### src/hw/rtl/srfc_pkg.sv
// Shared types, constants and the CRC-32 byte update for the snapshot record framer.
package srfc_pkg;

   // Token opcodes on the request channel
   localparam logic [2:0] OP_START  = 3'd0;
   localparam logic [2:0] OP_VALUE  = 3'd1;
   localparam logic [2:0] OP_LENGTH = 3'd2;
   localparam logic [2:0] OP_SELECT = 3'd3;
   localparam logic [2:0] OP_EXPIRY = 3'd4;
   localparam logic [2:0] OP_FOOTER = 3'd5;

   // Control register indexes
   localparam logic [1:0] CSR_SELECT_DB_CODE = 2'd0;
   localparam logic [1:0] CSR_EXPIRY_CODE    = 2'd1;
   localparam logic [1:0] CSR_END_CODE       = 2'd2;

   localparam logic [7:0] SELECT_DB_CODE_RESET = 8'd254;
   localparam logic [7:0] EXPIRY_CODE_RESET    = 8'd252;
   localparam logic [7:0] END_CODE_RESET       = 8'd255;

   localparam logic [31:0] CRC_POLY = 32'hEDB88320;
   localparam logic [31:0] CRC_XOR  = 32'hFFFFFFFF;

   localparam logic [3:0] MAX_VALUE_BYTES = 4'd8;
   localparam logic [3:0] CRC_BYTES       = 4'd4;

   localparam int QUEUE_DEPTH = 4;
   localparam int QUEUE_PTR_W = $clog2(QUEUE_DEPTH);
   localparam int QUEUE_CNT_W = $clog2(QUEUE_DEPTH + 1);

   typedef struct packed {
      logic [2:0]  opcode;
      logic [63:0] payload;
      logic [3:0]  byte_count;
   } req_type;

   typedef struct packed {
      logic [7:0] out_byte;
      logic       last_of_run;
   } rsp_type;

   typedef struct packed {
      logic [1:0] index;
      logic [7:0] wdata;
   } csr_type;

   // How the back end walks the data word of a command
   typedef enum logic [1:0] {
      KIND_VALUE  = 2'd0,
      KIND_VARINT = 2'd1,
      KIND_FOOTER = 2'd2,
      KIND_CLEAR  = 2'd3
   } kind_type;

   typedef struct packed {
      kind_type    kind;
      logic        has_prefix;
      logic [7:0]  prefix;
      logic [63:0] data;
      logic [3:0]  count;
   } cmd_type;

   typedef struct packed {
      logic    valid;
      cmd_type cmd;
   } cmd_push_type;

   typedef struct packed {
      logic    valid;
      cmd_type cmd;
   } cmd_head_type;

   // Advance a finalized reflected CRC-32 by one byte
   function automatic logic [31:0] crc_byte(input logic [31:0] crc_fin, input logic [7:0] b);
      logic [31:0] c;
      c = crc_fin ^ CRC_XOR ^ {24'd0, b};
      for (int k = 0; k < 8; k++) begin
         c = (c >> 1) ^ (CRC_POLY & {32{c[0]}});
      end
      return c ^ CRC_XOR;
   endfunction

endpackage

### src/hw/rtl/srfc_front.sv
// Front end: holds the control registers and database state, turns tokens into commands.
module srfc_front (
   input  logic                  clock,
   input  logic                  reset,
   input  logic                  req_valid,
   output logic                  req_ready,
   input  srfc_pkg::req_type     req_data,
   input  logic                  csr_valid,
   output logic                  csr_ready,
   input  srfc_pkg::csr_type     csr_data,
   input  logic                  queue_full,
   output srfc_pkg::cmd_push_type push
);

   logic [7:0]  select_code_ff, select_code_in;
   logic [7:0]  expiry_code_ff, expiry_code_in;
   logic [7:0]  end_code_ff, end_code_in;
   logic [31:0] current_db_ff, current_db_in;
   logic        db_known_ff, db_known_in;

   logic        accept;
   logic [3:0]  value_count;
   logic [31:0] db;

   assign csr_ready = 1'b1;
   assign req_ready = !queue_full;
   assign accept    = req_valid && req_ready;
   assign db        = req_data.payload[31:0];
   assign value_count = (req_data.byte_count > srfc_pkg::MAX_VALUE_BYTES) ?
                        srfc_pkg::MAX_VALUE_BYTES : req_data.byte_count;

   always_comb begin
      select_code_in = select_code_ff;
      expiry_code_in = expiry_code_ff;
      end_code_in    = end_code_ff;
      if (csr_valid && csr_ready) begin
         case (csr_data.index)
            srfc_pkg::CSR_SELECT_DB_CODE: select_code_in = csr_data.wdata;
            srfc_pkg::CSR_EXPIRY_CODE:    expiry_code_in = csr_data.wdata;
            srfc_pkg::CSR_END_CODE:       end_code_in    = csr_data.wdata;
            default: ;
         endcase
      end
   end

   always_comb begin
      current_db_in       = current_db_ff;
      db_known_in         = db_known_ff;
      push.valid          = 1'b0;
      push.cmd.kind       = srfc_pkg::KIND_VALUE;
      push.cmd.has_prefix = 1'b0;
      push.cmd.prefix     = 8'd0;
      push.cmd.data       = req_data.payload;
      push.cmd.count      = value_count;
      if (accept) begin
         case (req_data.opcode)
            srfc_pkg::OP_START: begin
               push.valid    = 1'b1;
               push.cmd.kind = srfc_pkg::KIND_CLEAR;
            end
            srfc_pkg::OP_VALUE: begin
               // drop a value of zero bytes
               push.valid = (value_count != 4'd0);
            end
            srfc_pkg::OP_LENGTH: begin
               push.valid    = 1'b1;
               push.cmd.kind = srfc_pkg::KIND_VARINT;
            end
            srfc_pkg::OP_SELECT: begin
               if (!(db_known_ff && db == current_db_ff)) begin
                  push.valid          = 1'b1;
                  push.cmd.kind       = srfc_pkg::KIND_VARINT;
                  push.cmd.has_prefix = 1'b1;
                  push.cmd.prefix     = select_code_ff;
                  push.cmd.data       = {32'd0, db};
                  current_db_in       = db;
                  db_known_in         = 1'b1;
               end
            end
            srfc_pkg::OP_EXPIRY: begin
               // only a positive signed expiry goes out
               if (!req_data.payload[63] && req_data.payload != 64'd0) begin
                  push.valid          = 1'b1;
                  push.cmd.kind       = srfc_pkg::KIND_VARINT;
                  push.cmd.has_prefix = 1'b1;
                  push.cmd.prefix     = expiry_code_ff;
               end
            end
            srfc_pkg::OP_FOOTER: begin
               push.valid          = 1'b1;
               push.cmd.kind       = srfc_pkg::KIND_FOOTER;
               push.cmd.has_prefix = 1'b1;
               push.cmd.prefix     = end_code_ff;
               push.cmd.data       = 64'd0;
               push.cmd.count      = 4'd0;
            end
            default: ;
         endcase
      end
   end

   always_ff @(posedge clock) begin
      if (reset) begin
         select_code_ff <= srfc_pkg::SELECT_DB_CODE_RESET;
         expiry_code_ff <= srfc_pkg::EXPIRY_CODE_RESET;
         end_code_ff    <= srfc_pkg::END_CODE_RESET;
         current_db_ff  <= 32'd0;
         db_known_ff    <= 1'b0;
      end else begin
         select_code_ff <= select_code_in;
         expiry_code_ff <= expiry_code_in;
         end_code_ff    <= end_code_in;
         current_db_ff  <= current_db_in;
         db_known_ff    <= db_known_in;
      end
   end

   a_select_tracks_db: assert property (@(posedge clock) disable iff (reset)
      accept && req_data.opcode == srfc_pkg::OP_SELECT |=>
         db_known_ff && current_db_ff == $past(req_data.payload[31:0]))
      else $error("select token did not leave its database as current");

endmodule

### src/hw/rtl/srfc_queue.sv
// Command queue between the front end and the byte sequencer.
module srfc_queue (
   input  logic                   clock,
   input  logic                   reset,
   input  srfc_pkg::cmd_push_type push,
   output logic                   full,
   input  logic                   pop,
   output srfc_pkg::cmd_head_type head
);

   localparam logic [srfc_pkg::QUEUE_PTR_W-1:0] LAST_PTR =
      srfc_pkg::QUEUE_PTR_W'(srfc_pkg::QUEUE_DEPTH - 1);
   localparam logic [srfc_pkg::QUEUE_CNT_W-1:0] DEPTH_CNT =
      srfc_pkg::QUEUE_CNT_W'(srfc_pkg::QUEUE_DEPTH);

   srfc_pkg::cmd_type                 entry_ff [srfc_pkg::QUEUE_DEPTH];
   logic [srfc_pkg::QUEUE_PTR_W-1:0]  wr_ptr_ff, wr_ptr_in;
   logic [srfc_pkg::QUEUE_PTR_W-1:0]  rd_ptr_ff, rd_ptr_in;
   logic [srfc_pkg::QUEUE_CNT_W-1:0]  count_ff, count_in;
   logic                              do_push, do_pop;

   assign full       = (count_ff == DEPTH_CNT);
   assign head.valid = (count_ff != '0);
   assign head.cmd   = entry_ff[rd_ptr_ff];
   assign do_push    = push.valid && !full;
   assign do_pop     = pop && head.valid;

   always_comb begin
      wr_ptr_in = wr_ptr_ff;
      rd_ptr_in = rd_ptr_ff;
      count_in  = count_ff;
      if (do_push) begin
         wr_ptr_in = (wr_ptr_ff == LAST_PTR) ? '0 : wr_ptr_ff + 1'b1;
      end
      if (do_pop) begin
         rd_ptr_in = (rd_ptr_ff == LAST_PTR) ? '0 : rd_ptr_ff + 1'b1;
      end
      if (do_push && !do_pop) begin
         count_in = count_ff + 1'b1;
      end else if (do_pop && !do_push) begin
         count_in = count_ff - 1'b1;
      end
   end

   always_ff @(posedge clock) begin
      if (do_push) begin
         entry_ff[wr_ptr_ff] <= push.cmd;
      end
   end

   always_ff @(posedge clock) begin
      if (reset) begin
         wr_ptr_ff <= '0;
         rd_ptr_ff <= '0;
         count_ff  <= '0;
      end else begin
         wr_ptr_ff <= wr_ptr_in;
         rd_ptr_ff <= rd_ptr_in;
         count_ff  <= count_in;
      end
   end

   a_count_bound: assert property (@(posedge clock) disable iff (reset)
      count_ff <= DEPTH_CNT)
      else $error("command queue fill count beyond depth");

   a_no_drop: assert property (@(posedge clock) disable iff (reset)
      push.valid |-> !full)
      else $error("command pushed into a full queue");

endmodule

### src/hw/rtl/srfc_back.sv
// Back end: walks commands one byte per cycle while not stalled, keeps the running CRC, drives the result register.
module srfc_back (
   input  logic                   clock,
   input  logic                   reset,
   input  srfc_pkg::cmd_head_type head,
   output logic                   pop,
   output logic                   rsp_valid,
   input  logic                   rsp_ready,
   output srfc_pkg::rsp_type      rsp_data
);

   logic                  cur_valid_ff, cur_valid_in;
   srfc_pkg::kind_type    kind_ff, kind_in;
   logic                  prefix_pending_ff, prefix_pending_in;
   logic [7:0]            prefix_ff, prefix_in;
   logic [63:0]           data_ff, data_in;
   logic [3:0]            count_ff, count_in;
   logic [31:0]           crc_ff, crc_in;
   logic                  rsp_valid_ff, rsp_valid_in;
   srfc_pkg::rsp_type     rsp_data_ff, rsp_data_in;

   logic        out_free, step, emit, done, last;
   logic [7:0]  out_byte;
   logic [31:0] crc_next;

   assign out_free = !rsp_valid_ff || rsp_ready;
   assign step     = cur_valid_ff && (kind_ff == srfc_pkg::KIND_CLEAR || out_free);
   assign emit     = step && kind_ff != srfc_pkg::KIND_CLEAR;
   assign crc_next = srfc_pkg::crc_byte(crc_ff, out_byte);

   // Pick the byte of this step
   always_comb begin
      out_byte = data_ff[7:0];
      last     = (count_ff == 4'd1);
      if (prefix_pending_ff) begin
         out_byte = prefix_ff;
         last     = 1'b0;
      end else if (kind_ff == srfc_pkg::KIND_VARINT) begin
         out_byte = {(data_ff[63:7] != 57'd0), data_ff[6:0]};
         last     = (data_ff[63:7] == 57'd0);
      end
   end

   assign done = step && (kind_ff == srfc_pkg::KIND_CLEAR || (!prefix_pending_ff && last));
   assign pop  = head.valid && (!cur_valid_ff || done);

   always_comb begin
      cur_valid_in      = cur_valid_ff;
      kind_in           = kind_ff;
      prefix_pending_in = prefix_pending_ff;
      prefix_in         = prefix_ff;
      data_in           = data_ff;
      count_in          = count_ff;
      crc_in            = crc_ff;
      if (step) begin
         if (kind_ff == srfc_pkg::KIND_CLEAR) begin
            crc_in = 32'd0;
         end else begin
            crc_in = crc_next;
            if (prefix_pending_ff) begin
               prefix_pending_in = 1'b0;
               // footer: the checksum after the end opcode becomes the data word
               if (kind_ff == srfc_pkg::KIND_FOOTER) begin
                  data_in  = {32'd0, crc_next};
                  count_in = srfc_pkg::CRC_BYTES;
               end
            end else if (kind_ff == srfc_pkg::KIND_VARINT) begin
               data_in = data_ff >> 7;
            end else begin
               data_in  = data_ff >> 8;
               count_in = count_ff - 4'd1;
            end
         end
         if (done) begin
            cur_valid_in = 1'b0;
         end
      end
      if (pop) begin
         cur_valid_in      = 1'b1;
         kind_in           = head.cmd.kind;
         prefix_pending_in = head.cmd.has_prefix;
         prefix_in         = head.cmd.prefix;
         data_in           = head.cmd.data;
         count_in          = head.cmd.count;
      end
   end

   always_comb begin
      rsp_valid_in = rsp_valid_ff;
      rsp_data_in  = rsp_data_ff;
      if (emit) begin
         rsp_valid_in            = 1'b1;
         rsp_data_in.out_byte    = out_byte;
         rsp_data_in.last_of_run = last;
      end else if (rsp_ready) begin
         rsp_valid_in = 1'b0;
      end
   end

   always_ff @(posedge clock) begin
      kind_ff     <= kind_in;
      prefix_ff   <= prefix_in;
      data_ff     <= data_in;
      count_ff    <= count_in;
      rsp_data_ff <= rsp_data_in;
   end

   always_ff @(posedge clock) begin
      if (reset) begin
         cur_valid_ff      <= 1'b0;
         prefix_pending_ff <= 1'b0;
         crc_ff            <= 32'd0;
         rsp_valid_ff      <= 1'b0;
      end else begin
         cur_valid_ff      <= cur_valid_in;
         prefix_pending_ff <= prefix_pending_in;
         crc_ff            <= crc_in;
         rsp_valid_ff      <= rsp_valid_in;
      end
   end

   assign rsp_valid = rsp_valid_ff;
   assign rsp_data  = rsp_data_ff;

   a_clear_crc: assert property (@(posedge clock) disable iff (reset)
      cur_valid_ff && kind_ff == srfc_pkg::KIND_CLEAR |=> crc_ff == 32'd0)
      else $error("start command did not clear the running CRC");

endmodule

### src/hw/rtl/snapshot_record_framer_crc32_unit.sv
// Top level of the snapshot record framer: front end, command queue and byte sequencer.
//
// Takes snapshot tokens (start, raw value, LEB128 length, database select,
// expiry, footer) on the req_ channel and returns the serialized stream one
// byte per rsp_ transaction, with last_of_run on the final byte of each
// token. The running reflected CRC-32 covers every byte sent; a start token
// clears it and a footer sends the end opcode followed by the CRC, low byte
// first. Throughput is one output byte per cycle: a token holds the sequencer
// for its bytes, a start token takes a sequencer step with no byte, and
// tokens that yield nothing (repeated select, non-positive expiry, zero-byte
// value, unused opcode) cost only their accept in the front end. The rate is
// set by the sequencer, which walks one byte per cycle through the CRC update
// into the single result register. A four-entry command queue lets the front
// end keep taking tokens while a long token drains. The result register is
// refilled in the same cycle that rsp_ready takes the current byte, so a ready
// receiver sees no gaps but at a start token or an empty queue; while a byte
// waits on rsp_ready the sequencer holds. The control registers (select,
// expiry and end opcodes) are always ready on the csr_ channel and take
// effect on tokens accepted after the write.
module snapshot_record_framer_crc32_unit (
   input  logic              clock,
   input  logic              reset,
   input  logic              req_valid,
   output logic              req_ready,
   input  srfc_pkg::req_type req_data,
   output logic              rsp_valid,
   input  logic              rsp_ready,
   output srfc_pkg::rsp_type rsp_data,
   input  logic              csr_valid,
   output logic              csr_ready,
   input  logic [1:0]        csr_index,
   input  logic [7:0]        csr_wdata
);

   srfc_pkg::csr_type      csr_data;
   srfc_pkg::cmd_push_type push;
   srfc_pkg::cmd_head_type head;
   logic                   queue_full;
   logic                   pop;

   assign csr_data.index = csr_index;
   assign csr_data.wdata = csr_wdata;

   // Classify tokens and resolve opcodes and database skips up front
   srfc_front u_front (
      .clock      (clock),
      .reset      (reset),
      .req_valid  (req_valid),
      .req_ready  (req_ready),
      .req_data   (req_data),
      .csr_valid  (csr_valid),
      .csr_ready  (csr_ready),
      .csr_data   (csr_data),
      .queue_full (queue_full),
      .push       (push)
   );

   // Decouple token intake from byte output
   srfc_queue u_queue (
      .clock (clock),
      .reset (reset),
      .push  (push),
      .full  (queue_full),
      .pop   (pop),
      .head  (head)
   );

   // Emit bytes and advance the CRC
   srfc_back u_back (
      .clock     (clock),
      .reset     (reset),
      .head      (head),
      .pop       (pop),
      .rsp_valid (rsp_valid),
      .rsp_ready (rsp_ready),
      .rsp_data  (rsp_data)
   );

endmodule
### config.mk
export PLATFORM = sky130hd
export DESIGN_NAME = snapshot_record_framer_crc32_unit
export DESIGN_NICKNAME = d
export VERILOG_FILES = /design/src/hw/rtl/srfc_pkg.sv /design/src/hw/rtl/srfc_front.sv /design/src/hw/rtl/srfc_queue.sv /design/src/hw/rtl/srfc_back.sv /design/src/hw/rtl/snapshot_record_framer_crc32_unit.sv
export SDC_FILE = /design/constraint.sdc
export NUM_CORES = 1
export LEC_CHECK = 0
export BUFFER_PORTS_ARGS = -buffer_cell sky130_fd_sc_hd__buf_2
export CORE_UTILIZATION = 66
export CTS_BUF_LIST = sky130_fd_sc_hd__clkbuf_4 sky130_fd_sc_hd__clkbuf_8 sky130_fd_sc_hd__clkbuf_16
export DETAILED_ROUTE_END_ITERATION = 10
export GPL_ROUTABILITY_DRIVEN = 0
export GPL_TIMING_DRIVEN = 0
export PLACE_DENSITY = 0.93
export REMOVE_ABC_BUFFERS = 1
export SKIP_CTS_REPAIR_TIMING = 1
export SLEW_MARGIN = 20
export SYNTH_ARGS = -nofsm -noshare
export SYNTH_HDL_FRONTEND = slang
export SYNTH_HIERARCHICAL = 1
export SYNTH_SLANG_ARGS = --single-unit
### constraint.sdc
create_clock -name clock -period 11 [get_ports clock]
set_input_delay 2.2 -clock clock [delete_from_list [all_inputs] [get_ports clock]]
set_output_delay 2.2 -clock clock [all_outputs]
set_load 0.03 [all_outputs]
==> flow_summary_export.csv <==
group,metric,value,unit
run_status,status,"finished, final reports clean",
sta,skew,0.0221,ns
sta,fin_tns_setup,0,ns
routing,drcViolationCount,0,
sta,slew_headroom,0.253,
sta,fin_crit_sh,0.506,
logic_synthesis,ys_seq_area_frac,0.629,
grt,gr-total-overflow,0,
final_layout,final-seq-area,14100,µm²
grt,grt_pass1_vias,15075,
grt,top_usage_layer,"met2",
setup_path,critPathMaxFanout,74,
hold_path,hp-start,"u_front/end_code_ff[2]",
clocking,cts_root_buf,"clkbuf_16",
grt,met2_usage,0.559,
floorplanning,die_y,186,µm
logic_synthesis,syn-mean-instance-area,13.9,µm²
power,irDropWorstVdd,322,µV
power,pwr-share-seq,0.353,
hold_path,holdPathStages,2,
routing,vias_per_cell,7.02,
setup_path,worstSetupPathType,"in2reg",
clocking,cts_buffer_depth,3,
logic_synthesis,synthArstFlopShare,0,
routing,drt-pass1-iter-count,6,
logic_synthesis,postSynthCellCount,1618,
grt,grt_max_degree,97,
setup_path,endpoint_kind,"flop",
logic_synthesis,yosysTopAreaCell,"edfxtp_1",
clocking,htreeDepth,2,
power,netSwitchingFraction,0.380,
routing,ant_nets,0,
floorplanning,rows,67,
hold_path,whs_endpoint,"u_front/end_code_ff[2]",
logic_synthesis,ys_ff_latch,504,
logic_synthesis,yosysUniqueCellTypes,69,
logic_synthesis,synth_edf_count,403,
clocking,clk_pin_slew,0.07,ns
sta,rsz0062_at_grt,"no",
final_layout,fin_cells,2172,
flow_run,max-cap-violations,0,
grt,met3_usage,0.0574,
logic_synthesis,synth_warnings,6,
grt,grt_util_met1,0.449,
sta,slew_violations,0,
power,p_switching,0.00299,W
power,power_density,313,nW/µm²
floorplanning,core,33500,µm²
power,internal_power,0.00488,W
power,combinationalPowerShare,0.436,
logic_synthesis,synth_top_area_frac,0.539,
clocking,clkSinkCount,504,
sta,max_slew.worst_pin.slew,1.10,ns
setup_path,reg2reg_from,"u_back/data_ff[34]",
place,hpwl,33.8,mm
sta,period_minus_slack,5.56,ns
floorplanning,io_pins,98,
place,place_area,23600,µm²
clocking,cts_tree,"yes",
final_layout,multi_input_area,7870,µm²
place,place_inst,2080,
sta,setup-violations-final,0,
place,port_buffers,96,
grt,antenna_found_initial,4,
routing,totalWireLength,59.5,mm
final_layout,final_cell_area,25100,µm²
clocking,numCtsBuffers,48,
setup_path,worstPathArrival,6.07,ns
grt,grt_pass1_wl,90.4,mm
final_layout,syn_to_final_growth,12.0,%
sta,finalHoldViolations,0,
final_layout,drive_gt1_frac,0.183,
logic_synthesis,synth_area_leaders,"edfxtp_1 54%, dfxtp_1 9.0%, mux4_2 7.9%",
final_layout,fill_cells,1701,
logic_synthesis,synth_ff_type,"edfxtp_1",
power,leakage,8.53,nW
setup_path,crit_required,11.50,ns
setup_path,r2r_cells,14,
setup_path,timing.reg2reg.setup_slack,6.08,ns
floorplanning,initial_core_util,0.670,
grt,track_usage,0.343,
floorplanning,die_x,186,µm
setup_path,cp-start-kind,"input pin",
final_layout,nNetsFinal,1779,
sta,clock.fmax,180,MHz
routing,routedWlPerCell,27.4,µm
floorplanning,fp.dieArea,34800,µm²
routing,dr.first_iter.drc_count,2589,
clocking,clk_latency,0.58,ns
hold_path,holdCritPathClass,"reg2reg",
routing,vias,15240,
logic_synthesis,synthesis.area,22500,µm²
setup_path,r2r_end,"u_queue/count_ff[2]",
power,p_clk_frac,0.211,
critical path, cell delays in order:
cell	delay, ns
buf_2	0.10
nor2b_1	0.38
nor2_1	0.07
o21ai_1	0.11
a21bo_2	0.68
inv_4	0.41
buf_16	0.32
o31ai_1	0.24
ha_1	0.35
inv_1	0.08
fa_1	0.39
xor2_1	0.19
or3_1	0.33
a21oi_1	0.17
per-stage QoR:
step            util  setup WS (ns)  power [W]  hold slack [ns]
2_1_floorplan      -           4.30    0.00515            0.429
3_3_place_gp   0.687           1.90    0.00589            0.441
3_5_place_dp   0.703           4.89    0.00601            0.446
4_1_cts        0.749           5.39    0.00778            0.464
5_1_grt        0.750           5.20    0.00813            0.494
6_report       0.750           5.44    0.00787            0.468
kinds of logic (layout without fill, tap and decap cells):
group                    Yosys count  in the layout  share of synthesized area
flip-flops                       504            504                      0.629
AND/OR/NAND/NOR                  477            477                      0.111
AO/OA/AOI/OAI                    264            264                     0.0711
XOR/XNOR                         126            126                     0.0615
buffers and inverters            120            221                     0.0240
multiplexers                     115            115                     0.0968
adder cells (fa/ha/maj)           11             11                    0.00646
other                              1              6                   0.000167
worst max-delay path by stage:
stage,from,to,slack [ns],depth (start not counted)
finish,rsp_ready,u_queue/count_ff[2],5.44,14
global placement,u_back/kind_ff[1],u_queue/count_ff[2],1.90,12
detailed placement,req_data[4],u_queue/count_ff[2],4.89,15
CTS,req_data[4],u_queue/count_ff[2],5.39,15
floorplan,u_back/kind_ff[1],u_queue/count_ff[2],4.30,12
global route,rsp_ready,u_queue/count_ff[2],5.20,14
power by group through the flow:
stage               combinational (W)  clock (W)  sequential (W)
global route                  0.00360    0.00173         0.00280
floorplan                     0.00234          0         0.00281
CTS                           0.00335    0.00166         0.00277
global placement              0.00300          0         0.00289
finish                        0.00343    0.00166         0.00278
detailed placement            0.00322          0         0.00279
state kept, by name (all words and copies together) (netlist names), named ones only:
register / count
u_back/kind_ff: 2
u_front/db_known_ff: 1
u_queue/entry_ff: 316
u_back/crc_ff: 32
u_queue/wr_ptr_ff: 2
u_back/prefix_ff: 8
u_back/prefix_pending_ff: 1
u_back/cur_valid_ff: 1
u_front/current_db_ff: 32
u_back/count_ff: 4
u_front/select_code_ff: 8
u_queue/rd_ptr_ff: 2
u_queue/count_ff: 3
u_front/end_code_ff: 8
u_front/expiry_code_ff: 8
u_back/data_ff: 64
u_back/rsp_valid: 1
u_back/rsp_data: 9
metal layers:
metal	up-vias	routed length, µm
met4	2	3350
met1	7320	20100
li1	6197	-
met3	261	7150
met2	1460	28900
met5	-	11
placed cells by master, fill, tap and decap left out, drive strengths merged, types with 49 or more instances in the layout:
master / count
edfxtp: 403
nand2: 161
a21oi: 86
xnor2: 96
and2: 49
mux4: 79
nor2: 56
o21ai: 90
buf: 117
clkbuf: 63
dfxtp: 101
Yosys cell counts (9+ instances only):
master and n:
and3_1 37, nand4_1 15, mux2i_1 29, nor2b_1 42
xnor3_1 9, buf_1 9, ha_1 10, nand3b_1 18
mux4_2 79, buf_2 23, inv_1 15, nor3_1 9
nand2_1 161, o21ai_0 64, nor4_1 30, nor2_1 54
nand2b_1 32, dfxtp_1 101, o21ai_1 25, xor2_1 16
and2_1 49, o31ai_1 30, clkbuf_1 64, edfxtp_1 403
a21oi_1 86, xnor2_1 91, a22oi_1 24
cell type report:
| class | instances | share of cell area |
|---|---|---|
| Inverter | 17 | 0.00269 |
| Multi-Input combinational cell | 994 | 0.313 |
| Sequential cell | 504 | 0.562 |
| Tap cell | 448 | 0.0223 |
| Antenna cell | 5 | 0.000498 |
| Timing Repair Buffer | 117 | 0.0371 |
| Clock inverter | 24 | 0.00955 |
| Clock buffer | 63 | 0.0527 |
Note: power is estimated with default switching activity, not from simulation.
